<file path="config.mk">
export PLATFORM = sky130hd
export DESIGN_NAME = keyed_substitution_container_decoder_top
export DESIGN_NICKNAME = d
export VERILOG_FILES = /design/src/hdl/kscd_pkg.sv /design/src/hdl/keyed_substitution_container_decoder_top.sv
export SDC_FILE = /design/constraint.sdc
export NUM_CORES = 1
export LEC_CHECK = 0
export ABC_AREA = 1
export BUFFER_PORTS_ARGS = -buffer_cell sky130_fd_sc_hd__buf_4
export CAP_MARGIN = 30
export CORE_UTILIZATION = 54
export DETAILED_ROUTE_END_ITERATION = 16
export PLACE_DENSITY = 0.73
export RECOVER_POWER = 100
export SYNTH_ARGS = -nofsm -noshare
export SYNTH_HDL_FRONTEND = slang
export SYNTH_SLANG_ARGS = --single-unit
export TNS_END_PERCENT = 10
</file>
<file path="constraint.sdc">
create_clock -name clk -period 5.6 [get_ports clk]
set_input_delay 0.28 -clock clk [delete_from_list [all_inputs] [get_ports clk]]
set_output_delay 0.28 -clock clk [all_outputs]
set_load 0.01 [all_outputs]
</file>
<file path="src/hdl/kscd_pkg.sv">
package kscd_pkg;

  localparam int unsigned BYTE_W     = 8;
  localparam int unsigned WORD_W     = 32;
  localparam int unsigned HDR_WORDS  = 5;
  localparam int unsigned HDR_BYTES  = 20;
  localparam int unsigned TAB_DEPTH  = 256;
  localparam int unsigned KIND_W     = 2;
  localparam int unsigned ERR_W      = 3;
  localparam int unsigned CNT_W      = 5;
  localparam int unsigned PHASE_W    = 2;
  localparam int unsigned CFG_ADDR_W = 1;

  localparam logic [WORD_W-1:0] HDR_PREFIX = 32'h0000_0010;

  // error_code, plain_byte, key, body_len, seed, extra_word
  localparam int unsigned OUT_FIELDS_W = ERR_W + 2*BYTE_W + 3*WORD_W;
  localparam int unsigned OUT_DATA_W   = ((OUT_FIELDS_W + 7) / 8) * 8;

  localparam logic [KIND_W-1:0] KIND_HDR  = 2'd0;
  localparam logic [KIND_W-1:0] KIND_BODY = 2'd1;
  localparam logic [KIND_W-1:0] KIND_ERR  = 2'd2;

  localparam logic [ERR_W-1:0] ERR_NONE  = 3'd0;
  localparam logic [ERR_W-1:0] ERR_SHORT = 3'd1;
  localparam logic [ERR_W-1:0] ERR_MAGIC = 3'd2;
  localparam logic [ERR_W-1:0] ERR_SIZE  = 3'd3;
  localparam logic [ERR_W-1:0] ERR_EARLY = 3'd4;

  localparam logic [CFG_ADDR_W-1:0] REG_FILE_LEN = 1'd0;
  localparam logic [CFG_ADDR_W-1:0] REG_MAGIC    = 1'd1;

  typedef logic [BYTE_W-1:0] byte_tab_t [TAB_DEPTH];

  localparam byte_tab_t PERM_TAB = '{
    8'h37, 8'h16, 8'h3f, 8'h51, 8'h7a, 8'h59, 8'h3a, 8'h52, 8'h82, 8'h2c, 8'hdb, 8'hb5,
    8'h2f, 8'h4d, 8'h3e, 8'hb6, 8'h3b, 8'h25, 8'h43, 8'hfd, 8'hfa, 8'h1e, 8'h31, 8'h2e,
    8'hd9, 8'h88, 8'h86, 8'h4e, 8'ha7, 8'h93, 8'ha9, 8'ha6, 8'h5a, 8'h95, 8'h1c, 8'h3d,
    8'hb4, 8'h63, 8'h55, 8'h4b, 8'hba, 8'hcc, 8'hec, 8'h10, 8'hcd, 8'hd3, 8'h3c, 8'hef,
    8'h29, 8'ha0, 8'ha4, 8'he2, 8'h48, 8'h41, 8'h64, 8'h44, 8'h4c, 8'h56, 8'hdf, 8'h23,
    8'hcf, 8'had, 8'h87, 8'h0f, 8'h61, 8'h46, 8'h45, 8'h96, 8'hb0, 8'h00, 8'hb9, 8'h74,
    8'h33, 8'hab, 8'hde, 8'h75, 8'h53, 8'h68, 8'h9a, 8'h99, 8'h0c, 8'h8e, 8'h22, 8'h1a,
    8'h5c, 8'h0d, 8'h6f, 8'h6c, 8'h2b, 8'hf8, 8'h13, 8'hc0, 8'h24, 8'h8a, 8'h80, 8'h89,
    8'h0a, 8'hb3, 8'h81, 8'h85, 8'hf3, 8'h98, 8'he7, 8'h78, 8'h49, 8'he1, 8'h2a, 8'hf7,
    8'hae, 8'h11, 8'h27, 8'h01, 8'h5f, 8'h35, 8'h76, 8'hdd, 8'ha3, 8'haf, 8'h50, 8'he6,
    8'h8b, 8'h7e, 8'h91, 8'h57, 8'hc1, 8'hb8, 8'hf9, 8'h73, 8'h4f, 8'h58, 8'hbf, 8'h05,
    8'h15, 8'he0, 8'h92, 8'h36, 8'hca, 8'h8c, 8'h54, 8'h47, 8'h7d, 8'h7b, 8'hf1, 8'h79,
    8'hed, 8'h94, 8'h9d, 8'hc9, 8'hfb, 8'h6b, 8'hc2, 8'h42, 8'h09, 8'h66, 8'hf5, 8'hd2,
    8'hfc, 8'hf2, 8'h20, 8'h19, 8'h1b, 8'h39, 8'he8, 8'h5e, 8'h70, 8'ha1, 8'h7f, 8'h9b,
    8'h26, 8'h62, 8'hf0, 8'hbe, 8'h32, 8'hc8, 8'h4a, 8'hb2, 8'hd4, 8'ha8, 8'hb7, 8'heb,
    8'h65, 8'h90, 8'h17, 8'hce, 8'hd0, 8'h9c, 8'h12, 8'hd8, 8'haa, 8'h04, 8'h8f, 8'h5b,
    8'h2d, 8'hb1, 8'h6a, 8'h07, 8'h6e, 8'h08, 8'h77, 8'hc3, 8'h18, 8'hbd, 8'h9f, 8'ha2,
    8'hf4, 8'h97, 8'hf6, 8'hc5, 8'h1d, 8'h71, 8'hac, 8'h14, 8'hea, 8'h69, 8'h34, 8'h60,
    8'hcb, 8'ha5, 8'he9, 8'hee, 8'h9e, 8'h06, 8'hc6, 8'he5, 8'hff, 8'h6d, 8'hc4, 8'h8d,
    8'he3, 8'hd1, 8'hbb, 8'h38, 8'hc7, 8'h03, 8'h30, 8'h40, 8'hda, 8'hd6, 8'h5d, 8'hdc,
    8'h0e, 8'hbc, 8'h67, 8'h21, 8'h1f, 8'he4, 8'h02, 8'hd7, 8'h84, 8'h7c, 8'h72, 8'h28,
    8'hfe, 8'h83, 8'h0b, 8'hd5
  };

  function automatic byte_tab_t build_inv_tab(byte_tab_t perm);
    byte_tab_t inv;
    for (int j = 0; j < TAB_DEPTH; j++) begin
      inv[perm[j]] = BYTE_W'(j);
    end
    return inv;
  endfunction

  localparam byte_tab_t INV_TAB = build_inv_tab(PERM_TAB);

endpackage

</file>
<file path="src/hdl/keyed_substitution_container_decoder_top.sv">
// channel   dir  tdata                                          tuser  tlast
// in_       in   in_byte                                        -      in_last
// out_      out  error_code, plain_byte, key, body_len,         kind   body_last
//                seed, extra_word (lowest bit up, zero padded)
// cfg_      in   write enable, register index, 32-bit data      -      -
//
// one beat per cycle when not stalled; a result appears the cycle after its beat
// the inverse table is a registered rom read, fed by byte minus key
// a result waiting for out_tready holds in_tready low until it is taken
// rst_n is synchronous; only control state and registers are cleared
module keyed_substitution_container_decoder_top (
  input  logic                               clk,
  input  logic                               rst_n,
  input  logic                               cfg_we,
  input  logic [kscd_pkg::CFG_ADDR_W-1:0]    cfg_addr,
  input  logic [kscd_pkg::WORD_W-1:0]        cfg_wdata,
  input  logic                               in_tvalid,
  output logic                               in_tready,
  input  logic [kscd_pkg::BYTE_W-1:0]        in_tdata,   // in_byte
  input  logic                               in_tlast,
  output logic                               out_tvalid,
  input  logic                               out_tready,
  // error_code, plain_byte, key, body_len, seed, extra_word, zero pad
  output logic [kscd_pkg::OUT_DATA_W-1:0]    out_tdata,
  output logic [kscd_pkg::KIND_W-1:0]        out_tuser,  // kind
  output logic                               out_tlast
);
  import kscd_pkg::*;

  localparam logic [PHASE_W-1:0] PH_HDR  = 2'd0;
  localparam logic [PHASE_W-1:0] PH_BODY = 2'd1;
  localparam logic [PHASE_W-1:0] PH_SKIP = 2'd2;

  logic [WORD_W-1:0]  file_len_r;
  logic [WORD_W-1:0]  magic_r;
  logic [PHASE_W-1:0] phase_r, phase_nxt;
  logic [CNT_W-1:0]   hcnt_r, hcnt_nxt;
  logic [BYTE_W-1:0]  key_r, key_nxt;
  logic [WORD_W-1:0]  brem_r, brem_nxt;
  logic [WORD_W-1:0]  hw_r [HDR_WORDS];

  logic               out_valid_r;
  logic [KIND_W-1:0]  kind_r;
  logic [ERR_W-1:0]   err_r;
  logic [BYTE_W-1:0]  plain_r;
  logic               last_r;
  logic [BYTE_W-1:0]  okey_r;
  logic [WORD_W-1:0]  size_r;
  logic [WORD_W-1:0]  seed_r;
  logic [WORD_W-1:0]  extra_r;

  logic               acc;
  logic               hdr_done;
  logic               size_fail;
  logic [WORD_W-1:0]  seed_w;
  logic [BYTE_W-1:0]  tab_idx;
  logic               res_v;
  logic [KIND_W-1:0]  res_kind;
  logic [ERR_W-1:0]   res_err;
  logic               res_last;

  assign in_tready = !out_valid_r || out_tready;
  assign acc       = in_tvalid && in_tready;
  assign hdr_done  = (hcnt_r == CNT_W'(HDR_BYTES - 1));
  assign seed_w    = {in_tdata, hw_r[4][WORD_W-BYTE_W-1:0]};
  assign size_fail = (hw_r[2] == '0) ||
                     (({1'b0, hw_r[2]} + (WORD_W+1)'(HDR_BYTES)) > {1'b0, file_len_r});
  assign tab_idx   = in_tdata - key_r;

  always_comb begin
    phase_nxt = phase_r;
    hcnt_nxt  = hcnt_r;
    key_nxt   = key_r;
    brem_nxt  = brem_r;
    res_v     = 1'b0;
    res_kind  = KIND_HDR;
    res_err   = ERR_NONE;
    res_last  = 1'b0;
    unique case (phase_r)
      PH_HDR: begin
        hcnt_nxt = hcnt_r + 1'b1;
        if (!hdr_done) begin
          if (in_tlast) begin
            res_v    = 1'b1;
            res_kind = KIND_ERR;
            res_err  = ERR_SHORT;
          end
        end else begin
          res_v = 1'b1;
          if (file_len_r < WORD_W'(HDR_BYTES)) begin
            res_kind  = KIND_ERR;
            res_err   = ERR_SHORT;
            phase_nxt = PH_SKIP;
          end else if (hw_r[0] != HDR_PREFIX || hw_r[1] != magic_r) begin
            res_kind  = KIND_ERR;
            res_err   = ERR_MAGIC;
            phase_nxt = PH_SKIP;
          end else if (size_fail) begin
            res_kind  = KIND_ERR;
            res_err   = ERR_SIZE;
            phase_nxt = PH_SKIP;
          end else if (in_tlast) begin
            res_kind = KIND_ERR;
            res_err  = ERR_EARLY;
          end else begin
            key_nxt   = seed_w[2*BYTE_W-1:BYTE_W];
            brem_nxt  = hw_r[2];
            phase_nxt = PH_BODY;
          end
        end
      end
      PH_BODY: begin
        if (brem_r == '0) begin
          phase_nxt = PH_SKIP;
        end else if (in_tlast && brem_r != WORD_W'(1)) begin
          res_v    = 1'b1;
          res_kind = KIND_ERR;
          res_err  = ERR_EARLY;
        end else begin
          res_v    = 1'b1;
          res_kind = KIND_BODY;
          res_last = (brem_r == WORD_W'(1));
          brem_nxt = brem_r - 1'b1;
          if (brem_r == WORD_W'(1)) begin
            phase_nxt = PH_SKIP;
          end
        end
      end
      default: begin
      end
    endcase
    // every file end rearms for a new header
    if (in_tlast) begin
      phase_nxt = PH_HDR;
      hcnt_nxt  = '0;
      brem_nxt  = '0;
    end
  end

  always_ff @(posedge clk) begin
    if (!rst_n) begin
      file_len_r <= '0;
      magic_r    <= '0;
    end else if (cfg_we) begin
      unique case (cfg_addr)
        REG_FILE_LEN: file_len_r <= cfg_wdata;
        REG_MAGIC:    magic_r    <= cfg_wdata;
        default: begin
        end
      endcase
    end
  end

  always_ff @(posedge clk) begin
    if (!rst_n) begin
      phase_r <= PH_HDR;
      hcnt_r  <= '0;
      key_r   <= '0;
      brem_r  <= '0;
    end else if (acc) begin
      phase_r <= phase_nxt;
      hcnt_r  <= hcnt_nxt;
      key_r   <= key_nxt;
      brem_r  <= brem_nxt;
    end
  end

  // header byte store, little-endian within each word
  always_ff @(posedge clk) begin
    if (acc && phase_r == PH_HDR) begin
      hw_r[hcnt_r[CNT_W-1:2]][{hcnt_r[1:0], 3'b000} +: BYTE_W] <= in_tdata;
    end
  end

  always_ff @(posedge clk) begin
    if (!rst_n) begin
      out_valid_r <= 1'b0;
    end else if (in_tready) begin
      out_valid_r <= acc && res_v;
    end
  end

  always_ff @(posedge clk) begin
    if (in_tready) begin
      kind_r  <= res_kind;
      err_r   <= res_err;
      last_r  <= res_last;
      plain_r <= (res_kind == KIND_BODY) ? INV_TAB[tab_idx] : '0;
      if (res_kind == KIND_HDR) begin
        okey_r  <= seed_w[2*BYTE_W-1:BYTE_W];
        size_r  <= hw_r[2];
        seed_r  <= seed_w;
        extra_r <= hw_r[3];
      end else begin
        okey_r  <= '0;
        size_r  <= '0;
        seed_r  <= '0;
        extra_r <= '0;
      end
    end
  end

  assign out_tvalid = out_valid_r;
  assign out_tuser  = kind_r;
  assign out_tlast  = last_r;
  assign out_tdata  = {(OUT_DATA_W - OUT_FIELDS_W)'(0),
                       extra_r, seed_r, size_r, okey_r, plain_r, err_r};

endmodule
</file>
==> summary by stage, run 1 <==
Power
For this design the ratio of total power to cell area is 299 nW/um2. The worst-case IR drop observed on VDD is ~0.00027 V. The analysis attributes to cell leakage a power of roughly 0.0095 uW.

Clocking
Clock latency on the worst-skew pair, taken at its later pin, is between 0.5 and 0.6 ns. After clock tree synthesis, the setup repair step added 0 buffers. After clock tree synthesis, the flow added hold-fix buffers numbering 30. The TritonCTS buffer count is 40. In this run, post-CTS repair resized a total of 0 instances.

The number of H-tree levels is 2. The tree is rooted in a clkbuf_16. The maximum root-to-sink buffer count is 3. TritonCTS built the clock tree. The total clock sinks is approximately 370. Clock-pin slew was measured on the worst setup and hold paths at around 0.060 ns.

Floorplan
The placeable core region is between 30000 and 40000 um2. The chip width is a little under 200 um. The floorplan step set the die height to slightly below 200 um. The starting density of the core is a little under three fifths. The die area is 38200 um2. The top-level port count is 172. The cell row count is 70.

Critical path
STA classifies the critical path startpoint as an input port. The kind of end point of the critical path is a register. The worst path required time is about 6 ns. The arrival time at the worst endpoint is approximately 5.5 ns. The critical path is of the in -> reg type. In this run the worst path has a maximum fanout of 92.

GRT
The number of antenna violations at the first check in global routing came to 0. The global-route usage over all layers is roughly 36%. Entering global routing, the biggest net connects between 90 and 100 pins.

Summed over all layers, the global routing overflow is 0. The via count of the first global-routing pass is 17300. The wire length of the first global-routing pass is approximately 100 mm.

Logic synthesis
For this run, the number of Yosys warnings is 0. The gate count of the mapped netlist is 2416. The top cell type by area accounts for between 30% and 40% of the synthesized area. Ranked by instance count, the synthesized netlist is headed by nand2_1 (389), nor2_1 (329), inv_1 (289). Dividing the synthesized area by the synthesized cell count gives around 8.4 um2. edfxtp_1 takes more of the synthesized area than any other cell. After synthesis, the cell types taking the most area are edfxtp_1 (39%), dfxtp_1 (11%), nand2_1 (7.2%).

The sequential area share after synthesis is roughly 50%. The most common flop cell mapped by yosys is edfxtp_1. The mapped netlist covers between 20000 and 25000 um2. Counting flops with a built-in enable in the synthesized netlist gives ~260. The number of library cell types mapped by synthesis is a little under 50. Of all flip-flops after synthesis, the portion carrying an async set or reset was 0%. The register bit count reported by yosys is about 370. The most instantiated library cell after synthesis is nand2_1.

Final layout
Summing all multi-input logic gate instances after layout gives between 8000 and 9000 um2. In the final design database the tool counted 2698 nets. The count of cells in the finished layout, fillers not included, comes to around 3100. The relative area change from synthesis to final layout is 13.3%. The final design instance area without fill is approximately 23000 um2.

The fraction of layout instances using a drive strength above 1 is between 6 and 7%. Summing all flip-flop and latch instances after layout gives a little over 10000 um2. The total inserted antenna cells is 0. The number of inserted filler cells in the final layout is between 3000 and 4000.

Timing
The post-route minimum period is a little over 5 ns. In the final timing run, aggregate negative setup slack is 0 ns. The count of final max-slew check failures was about 230. The final worst clock skew is around 0.019 ns. The fraction of the cycle the final worst path needs is 90.2%. The worst path meets setup with ~0.55 ns of slack. For the pin with the worst max-slew slack, the measured transition is roughly 3.8 ns. Final hold analysis gives a worst-case slack of 0.0281 ns.

Setup violations remaining at the end of the flow were counted as 0. The maximum clock rate is 198 MHz. The hold violation count in the final report is 0. The normalized max-slew margin is -155%. Setup repair after global routing left no endpoint under its margin.

Run status
The flow ran to the end, but the final reports show violations. The checks that failed: capacitance limit, slew limit.

Placed design
After legalization and detailed placement, the total HPWL measured about 48 mm. The number of instances in the placed design is slightly below 3000. The weighted congestion reported at the end of routability-driven placement is slightly below 1. Once placement finished, the instance area stood at ~22000 um2.

The worst slack after detailed placement is 0.763 ns. Input and output buffers added on the ports amount to roughly 170.

Drt
In this run the remaining antenna-violating nets after routing total 0. The detailed router placed approximately 18000 vias in this run. The count of routing violations after the opening detailed-route iteration is ~1900. In the routed layout, each cell is associated on average with a via count of 5.89.

The routed design has between 60 and 70 mm of wire. For this run, the detailed router's first-pass iteration total came to 6. After detailed routing, the number of remaining DRC violations is 0. The detail-routed net length per standard cell is roughly 22 um.

Min path
The worst hold path belongs to the class in -> reg.

Run
Across the run, the number of max-cap violations was 7.
## per-layer routing
layer  track usage (%)  routed length [um]  vias up
met3              6.77                6620      187
met5                 0                   0        -
met2              54.4               29800     1009
met1              49.5               28200     8517
met4              16.1                3120        0
li1                  -                   -     8436
## where the power goes
part	internal [uW]	total (uW)	switching [uW]
Clock	1530	2690	1160
Sequential	3060	3120	60.5
Combinational	305	1020	715
## critical path, cell delays in order
cell      delay, ns
clkbuf_1       2.59
clkinv_1       2.02
a21oi_1        0.57
## final timing paths
path,start,endpoint,slack [ns],cells past startpoint
min,cfg_wdata[4],magic_r[4]$_SDFFE_PN0P_,0.03,3
max,rst_n,out_tvalid$_SDFFE_PN0N_,0.55,3
max reg2reg,hw_r[2][2]$_DFFE_PP_,seed_r[4]$_SDFFCE_PP0N_,0.64,26
min reg2reg,magic_r[5]$_SDFFE_PN0P_,magic_r[5]$_SDFFE_PN0P_,0.48,2
## final cells by class
class / count / area share [%]
multi-input cells: 1630 / 36.5
well taps: 468 / 2.56
clock buffers: 54 / 4.92
flip-flops and latches: 374 / 44.2
repair buffers: 231 / 5.83
clock inverters: 20 / 0.941
inverters: 305 / 5.01
## cells in the final DEF, fill, tap and decap left out, types with 4 or more instances in the layout
| cell | instances |
|---|---|
| nor3_1 | 35 |
| edfxtp_1 | 262 |
| or2_2 | 15 |
| clkbuf_16 | 41 |
| clkbuf_2 | 4 |
| o2111ai_1 | 8 |
| a21oi_1 | 132 |
| dfxtp_1 | 112 |
| nor2_1 | 360 |
| nand3_1 | 208 |
| inv_1 | 290 |
| clkbuf_1 | 141 |
| buf_4 | 60 |
| nor4_1 | 21 |
| clkinv_1 | 10 |
| ha_1 | 68 |
| o21ai_0 | 194 |
| nand3b_1 | 5 |
| clkbuf_8 | 5 |
| inv_2 | 10 |
| clkinv_2 | 4 |
| o21ai_1 | 5 |
| dlygate4sd3_1 | 30 |
| nand4_1 | 38 |
| o211ai_1 | 44 |
| nand2_1 | 389 |
| xor2_1 | 37 |
| xnor2_1 | 18 |
| conb_1 | 5 |
| nor2_2 | 13 |
## state kept, by name, indices dropped and copies added, names as in the netlist
name	flops
seed_r	25
hw_r	152
hcnt_r	5
out_tvalid	1
brem_r	32
file_len_r	32
out_tuser	2
okey_r	7
out_tlast	1
extra_r	32
err_r	3
plain_r	8
key_r	8
size_r	32
phase_r	2
magic_r	32
## cell families after synthesis
| logic type | after synthesis | synth area share, % |
|---|---|---|
| compound gates | 405 | 11.1 |
| xor+xnor | 56 | 2.47 |
| fa+ha+maj | 69 | 4.31 |
| buf+inv | 416 | 8.36 |
| flops | 374 | 50.1 |
| other cells | 1 | 0.0186 |
| simple gates | 1095 | 23.7 |
## through the flow
step | power (uW) | utilization, %
2_1_floorplan | 3820 | -
3_3_place_gp | 4190 | 59.4
3_5_place_dp | 4190 | 59.5
4_1_cts | 6880 | 64.0
5_1_grt | 7070 | 62.3
6_report | 6830 | 62.3
(Power assumes the default switching activity.)
==> inputs of run 2 (changes only) <==
--- a/config.mk
+++ b/config.mk
@@ -8,9 +8,9 @@
 export ABC_AREA = 1
 export BUFFER_PORTS_ARGS = -buffer_cell sky130_fd_sc_hd__buf_4
 export CAP_MARGIN = 30
-export CORE_UTILIZATION = 54
+export CORE_UTILIZATION = 60
 export DETAILED_ROUTE_END_ITERATION = 16
-export PLACE_DENSITY = 0.73
+export PLACE_DENSITY = 0.8
 export RECOVER_POWER = 100
 export SYNTH_ARGS = -nofsm -noshare
 export SYNTH_HDL_FRONTEND = slang
==> constraint.sdc (replaced) <==
create_clock -name clk -period 4.85 [get_ports clk]
set_input_delay 0.2425 -clock clk [delete_from_list [all_inputs] [get_ports clk]]
set_output_delay 0.2425 -clock clk [all_outputs]
set_load 0.01 [all_outputs]
==> run 2 against run 1 <==
  * The flow still finishes with violations (capacitance limit, slew limit)
  * Sequential share of layout area about the same
  * Via count increased by 3.0%
  * Clock skew is 0.015 ns higher
  * Power grew 13%
  * Count of clock-buffer cells in the layout decreased by 9
  * Critical endpoint is now in_tready
  * Register-to-register slack got worse by 0.22 ns
  * Core utilization up 7.4 points
  * Global-route usage up 3.8 points
  * Worst hold slack got worse by 0.014 ns
  * Design area fell by 0.11%
  * Cell count shrank 0.65%
  * Critical path depth increased by 1
==> summary by stage, run 2 (synthesis gave the netlist of run 1 again) <==
Placed design
The sum of net half-perimeters after detailed placement is 47.9 mm (+0.12%). The weighted congestion reported at the end of routability-driven placement is 1.04 (+6.4%). The placement-stage cell area came to 21900 um2 (+0.17%). The number of instances in the placed design is 2964 (-0.44%). The count of buffers from port buffering is 166 (unchanged).

Final layout
The top cell types in the final layout, fill and taps aside, are nand2_1 (387), nor2_1 (344), inv_1 (290). The final design instance area without fill was 22800 um2 (-0.11%). The number of flip-flops under the largest register name is 152 (unchanged).

The most common cell after layout, fill and taps aside is nand2_1. The fraction of layout instances using a drive strength above 1 came to 7.64% (+0.75 points). The final cell count without fillers is 3062 (-0.65%). The final net count is 2705 (+0.26%). Compared with the post-synthesis result, the final layout area differs by 13.1%.

Critical path
The worst setup path is captured at a primary output. The largest fanout on the critical path is 67 (-27%). The worst path required time is 4.61 ns (-1.44 ns). The startpoint class of the critical path is a register. The setup slack on the worst flop-to-flop path is 0.42 ns (-0.22 ns).

By startpoint and endpoint, the worst setup path is classified as reg -> out. The arrival time at the worst endpoint is 4.40 ns (-1.11 ns).

Clocking
The insertion delay to the later sink of the worst-skew pair came to 0.57 ns (-0.02 ns). The total clock sinks is 374 (unchanged). The setup fix buffers added after clock tree synthesis is 0 (unchanged). The CTS tree is yes. The TritonCTS buffer count came to 38 (-5.0%).

The root buffer cell is clkbuf_16. The maximum root-to-sink buffer count is 3 (unchanged). The number of H-tree levels is 2 (unchanged). The clock-pin slew reported for the worst setup and hold paths after clock tree synthesis is 0.07 ns (about the same).

Drt
The count of routing violations after the opening detailed-route iteration is 2403 (+24%). The number of nets with antenna violations after detailed routing is 0 (unchanged). The detail-routed net length per standard cell is 22.2 um (+1.2%). The total length of routed wires is 68.0 mm (+0.53%). The total number of vias is 18700 (+3.0%). The number of remaining DRC errors came to 0 (unchanged). The detailed-router iteration count before antenna repair is 8 (+2).

The vias per cell is 6.11 (+3.7%).

Floorplan
The top-level port count was 172 (unchanged). The die height is 185 um (-5.1%). The cell row count came to 66 (-5.7%).

The die area was 34400 um2 (-9.9%). The starting density of the core came to 61.6% (+6.6 points). The placeable core region is 32800 um2 (-11%). The chip width is 185 um (-5.1%).

Run status
The run finished, with violations left. The checks that failed: capacitance limit, slew limit.

Power
The cell area power density was 338 nW/um2 (+13%). The standby leakage power is 0.00953 uW (-0.18%). The worst supply voltage drop on vdd is 0.000316 V (+19%).

GRT
The pin count of the biggest net entering global routing was 93 (unchanged). The via count of the first global-routing pass is 17500 (+1.2%). The wire length of the first global-routing pass is 101 mm (-2.0%).

The total congestion overflow after global routing came to 0 (unchanged). The global-route usage over all layers is 39.5% (+3.8 points). The number of antenna violations at the first check in global routing is 2 (+2).

Timing
The total setup violations reported at the end of the flow was 0 (unchanged). The normalized max-slew margin came to -59.1% (+96 points). The count of final max-slew check failures is 224 (-1.3%). Of the available clock period, the critical path in the final layout requires between 90% and 100%. The post-route minimum period is approximately 4.6 ns. Setup repair after global routing could not meet its margin everywhere. The final worst clock skew is 0.0333 ns (+0.0147 ns). Based on the critical path, the design can be clocked at up to 215 MHz. The worst-margin pin slew is 2.39 ns (-1.43 ns). The hold violation count in the final report is 0 (unchanged).

Min path
The classification of the worst-slack hold path is in -> reg.

Run
The max-cap violation count was 4 (-3).
==> run 2: worst max-delay path, cell delays in order, from the launching register on <==
cell and delay (ns):
dfxtp_1 0.32, nand2_1 1.34, buf_4 0.28, clkbuf_2 1.46, clkbuf_2 0.37
==> run 2: metal layers <==
layer	up-vias	part of all wire (%)	GRT usage (%)
met1	8716	39	52.6
met5	-	0	0
met4	0	5.7	20.1
met2	1291	43	59.9
li1	8435	-	-
met3	256	12	9.54
==> run 2: repair_timing <==
action | CTS | global route
hold endpoints to repair | 36 | 0
hold buffers | 26 | 0
gates resized for setup | 0 | 2
setup endpoints to repair | 0 | 28
==> run 2: area by class of cell <==
cell class / instances / area [um2]
clock buffer: 45 / 997
antenna: 2 / 5.00
fill: 2632 / 9950
clock inverter: 24 / 239
multi-input combinational: 1630 / 8390
inverter: 305 / 1140
tap: 442 / 553
timing repair buffer: 240 / 1390
sequential: 374 / 10100
==> run 2: path summary, 6_finish.rpt <==
kind	from	to	cells after the start
setup / recovery	out_tvalid$_SDFFE_PN0N_	in_tready	4
hold / removal	cfg_wdata[16]	file_len_r[16]$_SDFFE_PN0P_	3
setup reg to reg	hw_r[2][2]$_DFFE_PP_	key_r[3]$_SDFFE_PN0P_	26
hold reg to reg	file_len_r[1]$_SDFFE_PN0P_	file_len_r[1]$_SDFFE_PN0P_	2
==> run 2: through the flow <==
step / hold slack (ns) / TNS [ns] / worst slack [ns] / utilization (%) / power, uW
floorplan: 0.377 / 0 / 0.523 / - / 4410
global placement: 0.454 / 0 / 0.607 / 66.7 / 4830
detailed placement: 0.458 / 0 / 0.427 / 66.8 / 4840
CTS: 0.000604 / 0 / 0.361 / 71.3 / 7710
global route: 0.0178 / -0.112 / -0.0483 / 69.6 / 7930
finish: 0.0144 / 0 / 0.203 / 69.7 / 7710
==> run 2: power breakdown <==
group	switching, uW	internal (uW)	total (uW)	leakage [uW]
clock network	1300	1610	2910	0.000592
registers	70.3	3530	3600	0.00358
logic	842	356	1200	0.00536
total	2210	5500	7710	0.00953
